### config.mk
export PLATFORM = sky130hd
export DESIGN_NAME = positional_list_store_unit
export DESIGN_NICKNAME = d
export VERILOG_FILES = /design/src/sv/plsu_pkg.sv /design/src/sv/positional_list_store_unit.sv
export VERILOG_INCLUDE_DIRS = /design/src /design/src/sv
export SDC_FILE = /design/constraint.sdc
export NUM_CORES = 1
export LEC_CHECK = 0
export ABC_CLOCK_PERIOD_IN_PS = 4800
export BUFFER_PORTS_ARGS = -buffer_cell sky130_fd_sc_hd__buf_2
export CAP_MARGIN = 10
export CORE_UTILIZATION = 45
export DETAILED_ROUTE_END_ITERATION = 6
export HOLD_SLACK_MARGIN = 0.12
export PLACE_DENSITY = 0.68
export RECOVER_POWER = 50
export SLEW_MARGIN = 10
export SYNTH_ARGS = -nofsm -noshare
export SYNTH_HDL_FRONTEND = slang
export SYNTH_SLANG_ARGS = --single-unit
export TNS_END_PERCENT = 20
### constraint.sdc
create_clock -name clk -period 4.8 [get_ports clk]
set_input_delay 0.48 -clock clk [delete_from_list [all_inputs] [get_ports clk]]
set_output_delay 0.48 -clock clk [all_outputs]
set_load 0.01 [all_outputs]
### src/sv/positional_list_store_unit_macros.svh
// Assertion macros for the positional list store unit.
// Used by positional_list_store_unit.sv; no other dependencies.
`ifndef POSITIONAL_LIST_STORE_UNIT_MACROS_SVH
`define POSITIONAL_LIST_STORE_UNIT_MACROS_SVH

`ifndef NO_ASSERTIONS
// same-cycle implication
`define PLSU_ASSERT_IMPLY(label, clk, rst_n, ante, cons) \
	label: assert property (@(posedge clk) disable iff (!rst_n) (ante) |-> (cons)) \
		else $error("plsu: same-cycle check failed");
// next-cycle implication
`define PLSU_ASSERT_NEXT(label, clk, rst_n, ante, cons) \
	label: assert property (@(posedge clk) disable iff (!rst_n) (ante) |=> (cons)) \
		else $error("plsu: next-cycle check failed");
`else
`define PLSU_ASSERT_IMPLY(label, clk, rst_n, ante, cons)
`define PLSU_ASSERT_NEXT(label, clk, rst_n, ante, cons)
`endif

`endif

### src/sv/plsu_pkg.sv
// Shared constants for the positional list store unit.
// No dependencies.
package plsu_pkg;

	localparam int DEPTH = 16;
	localparam int IW    = (DEPTH > 1) ? $clog2(DEPTH) : 1;  // entry address bits
	localparam int CW    = $clog2(DEPTH + 1);                // entry count bits

	// request codes
	localparam logic [1:0] REQ_INSERT = 2'd0;
	localparam logic [1:0] REQ_DELETE = 2'd1;
	localparam logic [1:0] REQ_DUMP   = 2'd2;

	// placement codes
	localparam logic [1:0] AT_FRONT = 2'd0;
	localparam logic [1:0] AT_BACK  = 2'd1;
	localparam logic [1:0] AT_POS   = 2'd2;

	// status codes
	localparam logic [1:0] ST_OK    = 2'd0;
	localparam logic [1:0] ST_FULL  = 2'd1;
	localparam logic [1:0] ST_EMPTY = 2'd2;
	localparam logic [1:0] ST_RANGE = 2'd3;

endpackage

### src/sv/positional_list_store_unit.sv
// Positional list store: bounded ordered list with insert, delete and dump.
// Depends on plsu_pkg and positional_list_store_unit_macros.svh.
//
//  channel | handshake             | payload
//  --------+-----------------------+-------------------------------------------------
//  request | req_valid / req_stall | req_type, where, position, value
//  result  | rsp_valid / rsp_stall | status, entry_index, entry_value, occupancy, last
//
// One request at a time. Insert and delete shift the entries that move, insert
// then writes the new word, and the result is posted; the shift runs one entry
// per cycle through the single read / single write port of the entry memory.
// A dump reads each stored entry, then posts it.
// Reset clears the count and the control and result registers; entry memory is never cleared.
// A stalled result holds the block in its posting state; requests are taken
// only in idle. All result fields are registered and hold while stalled.
`include "positional_list_store_unit_macros.svh"

module positional_list_store_unit (
	input  logic        clk,
	input  logic        arst_n,
	// request channel
	input  logic        req_valid,
	output logic        req_stall,
	input  logic [1:0]  req_type,
	input  logic [1:0]  where,
	input  logic [5:0]  position,
	input  logic signed [31:0] value,
	// result channel
	output logic        rsp_valid,
	input  logic        rsp_stall,
	output logic [1:0]  status,
	output logic [5:0]  entry_index,
	output logic signed [31:0] entry_value,
	output logic [6:0]  occupancy,
	output logic        last
);

	localparam int IW = plsu_pkg::IW;
	localparam int CW = plsu_pkg::CW;

	typedef enum logic [2:0] {
		S_IDLE,
		S_INS,     // shifting up, then writing new value
		S_DEL,     // shifting down over the removed slot
		S_DRD,     // dump: read entry
		S_DWT,     // dump: post entry
		S_RESP     // post single result
	} state_t;

	state_t state_q;

	logic [CW-1:0] count_q;    // entries held
	logic [CW-1:0] ptr_q;      // shift / dump cursor
	logic [CW-1:0] slot_q;     // target slot of insert
	logic [1:0]    status_q;   // status of pending single result
	logic [31:0]   value_q;    // word to insert

	// shift pipeline: read issued last cycle, write due now
	logic          pend_s1;
	logic [IW-1:0] pend_addr_s1;

	// entry memory, one read and one write port, registered read data
	logic [31:0]   mem_q [plsu_pkg::DEPTH];
	logic [31:0]   rd_data_q;
	logic          mem_we;
	logic [IW-1:0] mem_waddr;
	logic [31:0]   mem_wdata;
	logic          mem_re;
	logic [IW-1:0] mem_raddr;

	// result register
	logic          rsp_valid_q;
	logic [1:0]    status_q_o;
	logic [5:0]    entry_index_q;
	logic [31:0]   entry_value_q;
	logic [6:0]    occupancy_q;
	logic          last_q;

	logic          out_free;
	logic          rsp_post;   // a new transaction enters the result register
	logic          req_take;

	// request decode (compared at 8 bits so count+1 never wraps)
	logic [7:0]    pos_ext;
	logic [7:0]    cnt_ext;
	logic [1:0]    dec_status;
	logic [CW-1:0] dec_slot;

	assign out_free = !rsp_valid_q || !rsp_stall;
	assign rsp_post = out_free && (state_q == S_DWT || state_q == S_RESP);
	assign req_stall = (state_q != S_IDLE);
	assign req_take  = req_valid && (state_q == S_IDLE);

	assign pos_ext = 8'(position);
	assign cnt_ext = 8'(count_q);

	always_comb begin
		dec_status = plsu_pkg::ST_OK;
		dec_slot   = '0;
		case (req_type)
			plsu_pkg::REQ_INSERT: begin
				if (count_q == CW'(plsu_pkg::DEPTH)) begin
					dec_status = plsu_pkg::ST_FULL;
				end else if (where == plsu_pkg::AT_FRONT) begin
					dec_slot = '0;
				end else if (where == plsu_pkg::AT_BACK) begin
					dec_slot = count_q;
				end else if (where == plsu_pkg::AT_POS && pos_ext >= 8'd1 &&
						pos_ext <= cnt_ext + 8'd1) begin
					dec_slot = CW'(pos_ext - 8'd1);
				end else begin
					dec_status = plsu_pkg::ST_RANGE;
				end
			end
			plsu_pkg::REQ_DELETE: begin
				if (count_q == '0) begin
					dec_status = plsu_pkg::ST_EMPTY;
				end else if (where == plsu_pkg::AT_FRONT) begin
					dec_slot = '0;
				end else if (where == plsu_pkg::AT_BACK) begin
					dec_slot = count_q - 1'b1;
				end else if (where == plsu_pkg::AT_POS && pos_ext >= 8'd1 &&
						pos_ext <= cnt_ext) begin
					dec_slot = CW'(pos_ext - 8'd1);
				end else begin
					dec_status = plsu_pkg::ST_RANGE;
				end
			end
			plsu_pkg::REQ_DUMP: begin
				if (count_q == '0) begin
					dec_status = plsu_pkg::ST_EMPTY;
				end
			end
			default: begin
				dec_status = plsu_pkg::ST_OK;
			end
		endcase
	end

	// memory port control
	always_comb begin
		mem_we    = 1'b0;
		mem_waddr = pend_addr_s1;
		mem_wdata = rd_data_q;
		mem_re    = 1'b0;
		mem_raddr = ptr_q[IW-1:0];
		unique case (state_q)
			S_INS: begin
				if (pend_s1) begin
					mem_we = 1'b1;
				end else if (ptr_q == slot_q) begin
					mem_we    = 1'b1;
					mem_waddr = slot_q[IW-1:0];
					mem_wdata = value_q;
				end
				if (ptr_q > slot_q) begin
					mem_re    = 1'b1;
					mem_raddr = IW'(ptr_q - 1'b1);
				end
			end
			S_DEL: begin
				mem_we = pend_s1;
				mem_re = (ptr_q < count_q);
			end
			S_DRD: begin
				mem_re = 1'b1;
			end
			S_IDLE, S_DWT, S_RESP: begin
			end
			default: begin
			end
		endcase
	end

	always_ff @(posedge clk) begin
		if (mem_we) begin
			mem_q[mem_waddr] <= mem_wdata;
		end
		if (mem_re) begin
			rd_data_q <= mem_q[mem_raddr];
		end
	end

	// control and result register
	always_ff @(posedge clk or negedge arst_n) begin
		if (!arst_n) begin
			state_q       <= S_IDLE;
			count_q       <= '0;
			ptr_q         <= '0;
			slot_q        <= '0;
			status_q      <= plsu_pkg::ST_OK;
			value_q       <= '0;
			pend_s1       <= 1'b0;
			pend_addr_s1  <= '0;
			rsp_valid_q   <= 1'b0;
			status_q_o    <= plsu_pkg::ST_OK;
			entry_index_q <= '0;
			entry_value_q <= '0;
			occupancy_q   <= '0;
			last_q        <= 1'b0;
		end else begin
			if (rsp_post) begin
				rsp_valid_q <= 1'b1;
			end else if (rsp_valid_q && !rsp_stall) begin
				rsp_valid_q <= 1'b0;
			end
			unique case (state_q)
				S_IDLE: begin
					if (req_take) begin
						status_q <= dec_status;
						value_q  <= value;
						slot_q   <= dec_slot;
						pend_s1  <= 1'b0;
						if (dec_status != plsu_pkg::ST_OK) begin
							state_q <= S_RESP;
						end else if (req_type == plsu_pkg::REQ_INSERT) begin
							ptr_q   <= count_q;
							state_q <= S_INS;
						end else if (req_type == plsu_pkg::REQ_DELETE) begin
							ptr_q   <= dec_slot + 1'b1;
							state_q <= S_DEL;
						end else if (req_type == plsu_pkg::REQ_DUMP) begin
							ptr_q   <= '0;
							state_q <= S_DRD;
						end else begin
							state_q <= S_RESP;
						end
					end
				end
				S_INS: begin
					if (ptr_q > slot_q) begin
						pend_s1      <= 1'b1;
						pend_addr_s1 <= ptr_q[IW-1:0];
						ptr_q        <= ptr_q - 1'b1;
					end else begin
						pend_s1 <= 1'b0;
						if (!pend_s1) begin
							count_q <= count_q + 1'b1;
							state_q <= S_RESP;
						end
					end
				end
				S_DEL: begin
					if (ptr_q < count_q) begin
						pend_s1      <= 1'b1;
						pend_addr_s1 <= IW'(ptr_q - 1'b1);
						ptr_q        <= ptr_q + 1'b1;
					end else begin
						pend_s1 <= 1'b0;
						if (!pend_s1) begin
							count_q <= count_q - 1'b1;
							state_q <= S_RESP;
						end
					end
				end
				S_DRD: begin
					state_q <= S_DWT;
				end
				S_DWT: begin
					if (out_free) begin
						status_q_o    <= plsu_pkg::ST_OK;
						entry_index_q <= 6'(ptr_q + 1'b1);
						entry_value_q <= rd_data_q;
						occupancy_q   <= 7'(count_q);
						last_q        <= (CW'(ptr_q + 1'b1) == count_q);
						ptr_q         <= ptr_q + 1'b1;
						state_q       <= (CW'(ptr_q + 1'b1) == count_q) ? S_IDLE : S_DRD;
					end
				end
				S_RESP: begin
					if (out_free) begin
						status_q_o    <= status_q;
						entry_index_q <= '0;
						entry_value_q <= '0;
						occupancy_q   <= 7'(count_q);
						last_q        <= 1'b1;
						state_q       <= S_IDLE;
					end
				end
				default: begin
					state_q <= S_IDLE;
				end
			endcase
		end
	end

	assign rsp_valid   = rsp_valid_q;
	assign status      = status_q_o;
	assign entry_index = entry_index_q;
	assign entry_value = entry_value_q;
	assign occupancy   = occupancy_q;
	assign last        = last_q;

	// count stays within capacity
	`PLSU_ASSERT_IMPLY(a_count_bound, clk, arst_n, 1'b1, count_q <= CW'(plsu_pkg::DEPTH))
	// count moves by at most one per cycle
	`PLSU_ASSERT_NEXT(a_count_step, clk, arst_n, 1'b1,
		count_q == $past(count_q) || count_q == $past(count_q) + 1'b1 || count_q == $past(count_q) - 1'b1)
	// only dump entries come without last, and they carry an index
	`PLSU_ASSERT_IMPLY(a_mid_dump, clk, arst_n, rsp_valid && !last, status == plsu_pkg::ST_OK && entry_index != 6'd0)
	// a pending shift write exists only while shifting
	`PLSU_ASSERT_IMPLY(a_pend_state, clk, arst_n, pend_s1, state_q == S_INS || state_q == S_DEL)

endmodule

==> results of run 1 <==
[synth_stat cells (all sizes together) (5+ instances only)]
| cell | n |
|---|---|
| or3 | 8 |
| or4 | 32 |
| a311oi | 34 |
| o221ai | 32 |
| mux2i | 375 |
| o21a | 5 |
| nor3 | 49 |
| edfxtp | 544 |
| xnor2 | 18 |
| nor2 | 48 |
| a21o | 5 |
| mux2 | 69 |
| inv | 29 |
| o21ai | 70 |
| a211oi | 64 |
| a21oi | 25 |
| a31oi | 84 |
| nand2 | 224 |
| o22ai | 68 |
| dfrtp | 104 |
| clkbuf | 133 |
| a211o | 5 |
| and3 | 6 |
| buf | 48 |
| nand3 | 116 |
| o32ai | 32 |
| ha | 32 |
| o31ai | 5 |
| nor2b | 38 |
| nand2b | 40 |
| xor2 | 9 |
[worst min-delay path by stage]
| stage | start | to | slack (ps) | cells past startpoint |
|---|---|---|---|---|
| 2_1_floorplan | arst_n | count_q[0] | 180 | 0 |
| 3_3_place_gp | entry_value[28] | entry_value[28] | 460 | 2 |
| 3_5_place_dp | entry_value[29] | entry_value[29] | 470 | 2 |
| 4_1_cts | value[19] | value_q[19] | 120 | 2 |
| 5_1_grt | value[25] | value_q[25] | 130 | 2 |
| 6_report | value[25] | value_q[25] | 140 | 2 |
[flip-flops by register name, indices dropped and copies added, names as in the netlist, 4 cells and up]
register / cells
count_q: 5
entry_index: 6
entry_value: 32
mem_q: 512
occupancy: 5
pend_addr_s1: 4
ptr_q: 5
rd_data_q: 32
slot_q: 5
value_q: 32
[routing by layer]
metal | track usage | part of all wire | vias up
li1 | - | - | 9439
met1 | 0.335 | 0.40 | 10853
met2 | 0.423 | 0.48 | 1166
met3 | 0.0391 | 0.090 | 257
met4 | 0.103 | 0.038 | 4
met5 | 0 | 0.00027 | -
[logic make-up after synthesis]
kind of cell,share of synthesized area
flops,0.611
buf+inv,0.0290
mux,0.146
xor+xnor,0.00763
other cells,0.000121
compound gates,0.103
simple gates,0.0909
fa+ha+maj,0.0129
[cell type report]
cell class              instances  area [sq um]  share of cell area
clock inverters                36           353              0.0100
inverters                      31           116             0.00331
repair buffers                185          1420              0.0403
flip-flops and latches        648         18900               0.539
multi-input cells            1535         11400               0.324
clock buffers                  86          1850              0.0527
well taps                     873          1090              0.0311
[placed cells by master (no fill, tap or decap), drive strengths merged, types with 5 or more instances in the layout]
| cell | netlist | routed |
|---|---|---|
| edfxtp | 544 | 544 |
| mux2i | 375 | 375 |
| nand2 | 224 | 224 |
| clkbuf | 133 | 135 |
| nand3 | 116 | 116 |
| buf | 48 | 107 |
| dfrtp | 104 | 104 |
| a31oi | 84 | 84 |
| o21ai | 70 | 70 |
| mux2 | 69 | 69 |
| o22ai | 68 | 68 |
| a211oi | 64 | 64 |
| nor3 | 49 | 49 |
| nor2 | 48 | 48 |
| nand2b | 40 | 40 |
| nor2b | 38 | 38 |
| a311oi | 34 | 34 |
| or4 | 32 | 32 |
| o221ai | 32 | 32 |
| o32ai | 32 | 32 |
| ha | 32 | 32 |
| inv | 29 | 31 |
| dlygate4sd3 | 0 | 29 |
| clkinv | 2 | 26 |
| a21oi | 25 | 25 |
| xnor2 | 18 | 18 |
| xor2 | 9 | 9 |
| or3 | 8 | 8 |
| and3 | 6 | 6 |
| bufinv | 0 | 6 |
| a21o | 5 | 5 |
| o21a | 5 | 5 |
| o31ai | 5 | 5 |
| a211o | 5 | 5 |
[power by group through the flow]
stage	combinational, mW	sequential, mW	clock, mW
after floorplan	7.55	8.18	0
after global placement	10.7	8.44	0
after detailed placement	11.0	8.45	0
after CTS	11.0	8.34	5.31
after global routing	11.9	8.43	5.53
final	11.1	8.38	5.26
[timing repair]
item                      4_1_cts  5_1_grt
hold buffers                   29        0
gates resized for setup         0        0
buffers inserted                0        0
hold endpoints to repair       79        0
[critical path: cells and delay by family (launching register included)]
kind                       cells  cell delay [ps]
AOI/OAI and AO/OA              5             1270
adders and majority gates      2              580
buffers and inverters          2              420
DFF                            1              480
and+or+nand+nor                6             1070
==> results.sh, run 1 <==
export IMPL_path_class="flip-flop to flip-flop"
export IMPL_p_int_mw=14.6
export IMPL_tightestPinTransition_ps=3210
export IMPL_routed_wl_mm=89.4
export IMPL_crit_path_end_kind="flip-flop"
export IMPL_track_usage=0.255
export IMPL_crit_path_end="ptr_q[1]"
export IMPL_worstSkewPairLatency_ps=620
export IMPL_fin_area_sq_um=35100
export IMPL_cp_required_ps=5270
export IMPL_powerDensity_nw_per_um2=704
export IMPL_area_delta_synth_final_pct=13.4
export IMPL_combPwrFrac=0.449
export IMPL_post_drt_wl_per_cell_microns=26.3
export IMPL_cts_sink_count=648
export IMPL_synth_area_leaders="edfxtp_1, mux2i_1, dfrtp_1"
export IMPL_period_minus_slack_ps=3950
export IMPL_dieArea_sq_um=70000
export IMPL_start_kind="flip-flop"
export IMPL_h_tree_depth=3
export IMPL_placed_cells=3243
export IMPL_cts_buffers=68
export IMPL_syn_avg_cell_area_sq_um=13.0
export IMPL_final_util=0.520
export IMPL_switchingPower_mw=10.1
export IMPL_grt_first_pass_wirelength_mm=135
export IMPL_fillers=5592
export IMPL_slew_viol_final=179
export IMPL_failed_checks="max-capacitance violations, max-slew violations"
export IMPL_pwr_share_clk=0.213
export IMPL_cts_buffer_depth=3
export IMPL_startpoint="count_q[3]"
export IMPL_seqPwrFrac=0.339
export IMPL_ys_async_sr_fraction=0.160
export IMPL_coreArea_sq_um=67600
export IMPL_detail_route_vias_per_cell=6.40
export IMPL_cpPeakStageDelay_ps=480
export IMPL_arrival_ps=4430
export IMPL_worstPathMaxFanout=7
export IMPL_syn_inst=2394
export IMPL_clockRootBuffer="clkbuf_16"
export IMPL_maxCapViolations=3
export IMPL_synth_cell_types=69
export IMPL_reg2reg_slack_ps=850
export IMPL_antenna_found_initial=2
export IMPL_reg2regPathDepth=15
export IMPL_instances_no_fill=3394
export IMPL_r2r_end="ptr_q[1]"
export IMPL_hold_violations=0
export IMPL_period_share=0.824
export IMPL_syn_area_sq_um=31000
export IMPL_cts_tree="yes"
export IMPL_first_global_vias=21726
export IMPL_finalClockSkew_ps=27.5
export IMPL_rows=95
export IMPL_place_hpwl_mm=52.1
export IMPL_dr_first_iter_drc_count=2494
export IMPL_critPathSlowestCell="dfrtp_1"
export IMPL_ioPinCount=96
export IMPL_power_mw=24.7
export IMPL_rsz0062_at_grt="false"
export IMPL_place_congestion=0.905
export IMPL_hp_class="primary input to flip-flop"
export IMPL_placed_area_sq_um=32700
export IMPL_place_ws_ps=881
export IMPL_drt_first_pass_iters=6
export IMPL_layout_nets=2547
export IMPL_clkTransAtPathRegs_ps=70
export IMPL_irDropWorstVdd_mv=0.558
export IMPL_die_w_microns=265
export IMPL_synth_top_cell_by_area="edfxtp_1"
export IMPL_synth_seq_area_share=0.611
export IMPL_n_antenna_cell=0
export IMPL_setup_viol=0
export IMPL_die_h_microns=265
export IMPL_yosys_warnings=0
export IMPL_grt_overflow=0
export IMPL_reg2reg_from="count_q[3]"
export IMPL_final_setup_worst_slack_ps=846
export IMPL_vias=21719
export IMPL_synth_edf_count=544
export IMPL_power_leakage_nw=12.3
export IMPL_clock_fmax_mhz=253
export IMPL_synth_top_area_share=0.527
export IMPL_drive_gt1_frac=0.111
export IMPL_crit_chain="clkinv_1 > or3_1 > ha_1 > and4_1 > nand3_1 > a21boi_0 > nor3_1 > a21oi_1 > inv_1 > ha_1 > nand2_1 > o21ai_0 > a221o_1 > nand3_1 > o21ai_0"
export IMPL_start_util=0.458
export IMPL_drc=0
export IMPL_p_sw_frac=0.409
export IMPL_slew_headroom=-1.14
export IMPL_ys_flop_type="edfxtp_1"
export IMPL_fin_setup_tns_ps=0
export IMPL_grt_max_degree=127
export IMPL_antenna_left=0
export IMPL_io_buffers=93
export IMPL_ys_ff_latch=648
export IMPL_status="complete, but fails checks"
export IMPL_fin_hold_ws_ps=138
Power figures use the tool's default switching activity.
==> run 2, diff against run 1 <==
ABC_CLOCK_PERIOD_IN_PS = 3720   (was 4800)
clock period = 3.72 ns   (was 4.8 ns; I/O delays follow)
==> results.sh, run 2 (synthesized netlist as in run 1, its figures left out) <==
export IMPL_maxCapViolations=1
export IMPL_cpPeakStageDelay_ps=530
export IMPL_cts_buffer_depth=3
export IMPL_worstPathMaxFanout=25
export IMPL_clock_fmax_mhz=286
export IMPL_power_leakage_nw=12.4
export IMPL_tightestPinTransition_ps=1700
export IMPL_detail_route_vias_per_cell=6.38
export IMPL_grt_first_pass_wirelength_mm=135
export IMPL_period_share=0.939
export IMPL_rsz0062_at_grt="false"
export IMPL_period_minus_slack_ps=3490
export IMPL_first_global_vias=21915
export IMPL_die_h_microns=265
export IMPL_routed_wl_mm=89.7
export IMPL_antenna_left=0
export IMPL_final_cell_mix="edfxtp_1, mux2i_1, nand2_1, nand3_1, dfrtp_1"
export IMPL_critical_path_depth=7
export IMPL_dr_first_iter_drc_count=2263
export IMPL_finalClockSkew_ps=14.4
export IMPL_vias=21924
export IMPL_hold_violations=0
export IMPL_place_hpwl_mm=52.8
export IMPL_placed_cells=3281
export IMPL_track_usage=0.257
export IMPL_cts_buffers=67
export IMPL_largest_register="mem_q"
export IMPL_cts_tree="yes"
export IMPL_antenna_found_initial=0
export IMPL_power_mw=32.0
export IMPL_holdPathStages=3
export IMPL_crit_path_end_kind="flip-flop"
export IMPL_largest_reg_flops=512
export IMPL_setup_viol=0
export IMPL_post_drt_wl_per_cell_microns=26.1
export IMPL_postCtsSetupBuffers=0
export IMPL_grt_max_degree=113
export IMPL_powerDensity_nw_per_um2=902
export IMPL_path_class="flip-flop to flip-flop"
export IMPL_worstSkewPairLatency_ps=610
export IMPL_crit_chain="ha_1 > nand3_1 > nor4_2 > buf_4 > a32oi_1 > nor2_4 > buf_12"
export IMPL_failed_checks="max-capacitance violations, max-slew violations"
export IMPL_cp_required_ps=4000
export IMPL_dieArea_sq_um=70000
export IMPL_seqPwrFrac=0.336
export IMPL_area_delta_synth_final_pct=14.4
export IMPL_status="complete, but fails checks"
export IMPL_p_sw_frac=0.410
export IMPL_p_int_mw=18.9
export IMPL_cts_sink_count=648
export IMPL_path_buf_inv=2
export IMPL_grt_overflow=0
export IMPL_irDropWorstVdd_mv=0.626
export IMPL_n_antenna_cell=0
export IMPL_start_util=0.458
export IMPL_critPathSlowestCell="nor2_4"
export IMPL_slew_viol_final=63
export IMPL_place_congestion=0.891
export IMPL_combPwrFrac=0.463
export IMPL_coreArea_sq_um=67600
export IMPL_start_kind="flip-flop"
export IMPL_pwr_share_clk=0.201
export IMPL_drc=0
export IMPL_final_util=0.524
export IMPL_switchingPower_mw=13.1
export IMPL_arrival_ps=3780
export IMPL_reg2regPathDepth=7
export IMPL_place_ws_ps=233
export IMPL_rows=95
export IMPL_clockRootBuffer="clkbuf_16"
export IMPL_clkTransAtPathRegs_ps=60
export IMPL_layout_nets=2588
export IMPL_h_tree_depth=3
export IMPL_critPathTopFamily="simple AND/OR/NAND/NOR gates"
export IMPL_drive_gt1_frac=0.121
export IMPL_final_setup_worst_slack_ps=226
export IMPL_drt_first_pass_iters=6
export IMPL_slew_headroom=-0.137
export IMPL_die_w_microns=265
export IMPL_instances_no_fill=3435
export IMPL_hp_class="primary input to flip-flop"
export IMPL_layout_commonest_cell="edfxtp_1"
export IMPL_ioPinCount=96
export IMPL_io_buffers=93
run 2: changes by cell type in the layout (fill, tap and decap cells not counted), sizes merged:
cell	previous run	this run
clkbuf	135	155
clkinvlp	4	2
buf	107	138
inv	31	32
bufinv	6	2
dlygate4sd3	29	33
clkinv	26	17
run 2: timing repair:
item / 4_1_cts / 5_1_grt
setup endpoints to repair: 0 / 2
hold endpoints to repair: 92 / 0
hold buffers: 33 / 0
gates resized for setup: 0 / 2
run 2: cell type report:
type | instances | area (sq um)
Tap cell | 873 | 1090
Inverter | 31 | 116
Sequential cell | 648 | 18900
Fill cell | 5506 | 32200
Clock inverter | 22 | 189
Clock buffer | 99 | 1880
Timing Repair Buffer | 227 | 1850
Multi-Input combinational cell | 1535 | 11400
run 2: power by group through the flow:
stage	registers [mW]	clock network, mW	logic (mW)
3_5_place_dp	10.8	0	14.7
6_report	10.8	6.42	14.8
4_1_cts	10.7	6.51	14.8
3_3_place_gp	10.8	0	14.4
5_1_grt	10.8	6.80	15.8
2_1_floorplan	10.5	0	9.76
run 2: through the flow:
stage | hold WS [ps] | cell area, sq um | setup TNS (ps)
after global placement | 458 | 33200 | 0
after detailed placement | 465 | 33200 | 0
after floorplan | 76.4 | 31100 | -98380
after global routing | 133 | 35500 | 0
final | 123 | 35500 | 0
after CTS | 141 | 35600 | 0
run 2: routing by layer:
layer	track usage	share of wire	vias up
met5	0.00624	0.00059	-
met3	0.0473	0.090	268
met2	0.424	0.49	1204
li1	-	-	9549
met1	0.323	0.38	10901
met4	0.131	0.045	2
run 2: worst min-delay path, cell delays in order:
cell and delay, ps:
buf_2 110, nand2_1 120, nand2_1 90
run 2: final timing paths:
path	start	endpoint	slack, ps
max	ptr_q[1]	mem_q[2][13]	230
min	rsp_stall	rsp_valid	120
max reg2reg	ptr_q[1]	mem_q[2][13]	230
min reg2reg	entry_value[17]	entry_value[17]	480
max in group asynchronous	arst_n	value_q[24]	1050
min in group asynchronous	arst_n	occupancy[0]	700
==> run 3, diff against run 2 <==
ABC_AREA = 1   (was unset)
GPL_TIMING_DRIVEN = 0   (was unset)
==> results.sh, run 3 <==
export IMPL_layout_commonest_cell="edfxtp_1"
export IMPL_finalClockSkew_ps=21.5
export IMPL_power_leakage_nw=12.7
export IMPL_first_global_vias=19055
export IMPL_ioPinCount=96
export IMPL_clkTransAtPathRegs_ps=60
export IMPL_start_kind="flip-flop"
export IMPL_ys_async_sr_fraction=0.160
export IMPL_slew_headroom=-0.724
export IMPL_power_mw=30.9
export IMPL_seqPwrFrac=0.343
export IMPL_grt_max_degree=56
export IMPL_status="complete, but fails checks"
export IMPL_p_int_mw=17.5
export IMPL_failed_checks="max-capacitance violations, max-slew violations"
export IMPL_period_minus_slack_ps=3640
export IMPL_synth_edf_count=544
export IMPL_cpPeakStageDelay_ps=730
export IMPL_cts_sink_count=648
export IMPL_worstPathMaxFanout=19
export IMPL_combPwrFrac=0.444
export IMPL_cts_tree="yes"
export IMPL_ys_ff_latch=648
export IMPL_io_buffers=93
export IMPL_crit_chain="inv_1 > ha_1 > nand4_1 > o21ai_1 > nand3_1 > nor2_4 > buf_16"
export IMPL_place_congestion=0.914
export IMPL_path_class="flip-flop to flip-flop"
export IMPL_post_drt_wl_per_cell_microns=22.2
export IMPL_hp_class="primary input to flip-flop"
export IMPL_routed_wl_mm=78.8
export IMPL_pwr_share_clk=0.214
export IMPL_die_w_microns=249
export IMPL_maxCapViolations=1
export IMPL_synth_seq_area_share=0.691
export IMPL_synth_top_cell_by_area="edfxtp_1"
export IMPL_drt_first_pass_iters=6
export IMPL_worstSkewPairLatency_ps=610
export IMPL_dr_first_iter_drc_count=2307
export IMPL_layout_nets=2785
export IMPL_yosys_warnings=0
export IMPL_yosysMostFrequentCell="edfxtp_1"
export IMPL_drc=0
export IMPL_largest_register="mem_q"
export IMPL_dieArea_sq_um=61900
export IMPL_netlist_top_cells_count="edfxtp_1, nand2_1, nor2_1"
export IMPL_rows=90
export IMPL_drive_gt1_frac=0.107
export IMPL_clock_fmax_mhz=275
export IMPL_area_delta_synth_final_pct=17.1
export IMPL_cts_buffer_depth=3
export IMPL_largest_reg_flops=512
export IMPL_switchingPower_mw=13.4
export IMPL_cp_required_ps=4030
export IMPL_fin_setup_tns_ps=0
export IMPL_n_antenna_cell=0
export IMPL_hold_violations=0
export IMPL_die_h_microns=249
export IMPL_final_cell_mix="edfxtp_1, nand2_1, o21ai_0, nor2_1, inv_1"
export IMPL_ys_flop_type="edfxtp_1"
export IMPL_antenna_left=0
export IMPL_place_hpwl_mm=52.6
export IMPL_syn_inst=2480
export IMPL_p_sw_frac=0.434
export IMPL_setup_viol=0
export IMPL_synth_area_leaders="edfxtp_1, dfrtp_1, o21ai_0"
export IMPL_rsz0062_at_grt="true"
export IMPL_cts_buffers=69
export IMPL_slew_viol_final=55
export IMPL_powerDensity_nw_per_um2=962
export IMPL_start_util=0.455
export IMPL_h_tree_depth=3
export IMPL_syn_area_sq_um=27400
export IMPL_clockRootBuffer="clkbuf_16"
export IMPL_irDropWorstVdd_mv=0.519
export IMPL_antenna_found_initial=2
export IMPL_grt_first_pass_wirelength_mm=117
export IMPL_synth_cell_types=44
export IMPL_grt_overflow=0
export IMPL_track_usage=0.253
export IMPL_tightestPinTransition_ps=2590
export IMPL_detail_route_vias_per_cell=5.58
export IMPL_arrival_ps=3940
export IMPL_synth_top_area_share=0.596
export IMPL_crit_path_end_kind="flip-flop"
export IMPL_syn_avg_cell_area_sq_um=11.0
export IMPL_coreArea_sq_um=60200
export IMPL_period_share=0.978
export IMPL_vias=19781
export IMPL_critPathSlowestCell="nor2_4"
==> run 3: timing repair <==
item                                    CTS  global route
hold endpoints to repair                 87             0
setup buffers                             0             5
endpoints found under the setup margin  407           724
hold buffers                             34             0
resized for setup                        14            25
pin swaps                                 0             6
==> run 3: final cells by class <==
class | count | area, sq um
inverters | 264 | 993
fillers | 5036 | 28200
clock inverters | 30 | 219
clock buffers | 98 | 1940
flip-flops and latches | 648 | 18900
multi-input cells | 1439 | 7130
plain buffers | 130 | 604
well taps | 782 | 978
repair buffers | 155 | 1290
==> run 3: final timing paths <==
kind	from	endpoint	slack [ps]	depth (start not counted)
min in group asynchronous	arst_n	occupancy[4]	1250	2
max reg2reg	ptr_q[0]	mem_q[6][11]	80	7
min	req_valid	pend_s1	200	6
max in group asynchronous	arst_n	entry_value[28]	960	2
max	ptr_q[0]	mem_q[6][11]	80	7
min reg2reg	value_q[12]	value_q[12]	480	2
==> run 3: power groups by stage <==
stage / Combinational (mW) / Clock, mW / Sequential [mW]
2_1_floorplan: 8.10 / 0 / 10.7
3_3_place_gp: 12.8 / 0 / 10.8
3_5_place_dp: 13.4 / 0 / 10.7
4_1_cts: 13.5 / 6.65 / 10.6
5_1_grt: 14.9 / 6.93 / 10.7
6_report: 13.7 / 6.60 / 10.6
==> run 3: cell families after synthesis <==
group                    count (synthesis)  share of synthesized area
AND/OR/NAND/NOR                        833                      0.127
buffers and inverters                  394                     0.0581
XOR/XNOR                                16                    0.00511
adder cells (fa/ha/maj)                 32                     0.0146
other                                    1                   0.000137
flip-flops                             648                      0.691
AO/OA/AOI/OAI                          556                      0.103
==> run 3: routing by layer <==
| metal | global-route usage | vias up | routed length [microns] |
|---|---|---|---|
| met5 | 0 | - | 0 |
| met3 | 0.0429 | 124 | 7150 |
| met1 | 0.335 | 9625 | 31200 |
| met2 | 0.417 | 1011 | 38100 |
| li1 | - | 9021 | - |
| met4 | 0.0967 | 0 | 2350 |
==> run 3: worst max-delay path: cells and delay by family (launching register included) <==
family	cells	cell delay (ps)
buffers and inverters	2	500
and+or+nand+nor	3	1440
AOI/OAI and AO/OA	1	450
adders and majority gates	1	370
DFF	1	560
==> run 3: metrics by stage <==
stage | std cells | utilization | cell area [sq um] | hold slack, ps | setup WS, ps
after floorplan | 2481 | - | 27400 | 76.4 | 242
after global placement | 3356 | 0.479 | 28800 | 464 | -1850
after global routing | 3546 | 0.533 | 32100 | 245 | -160
after detailed placement | 3379 | 0.489 | 29500 | 370 | -586
final | 3546 | 0.533 | 32100 | 204 | 80.7
after CTS | 3541 | 0.531 | 32000 | 180 | -134
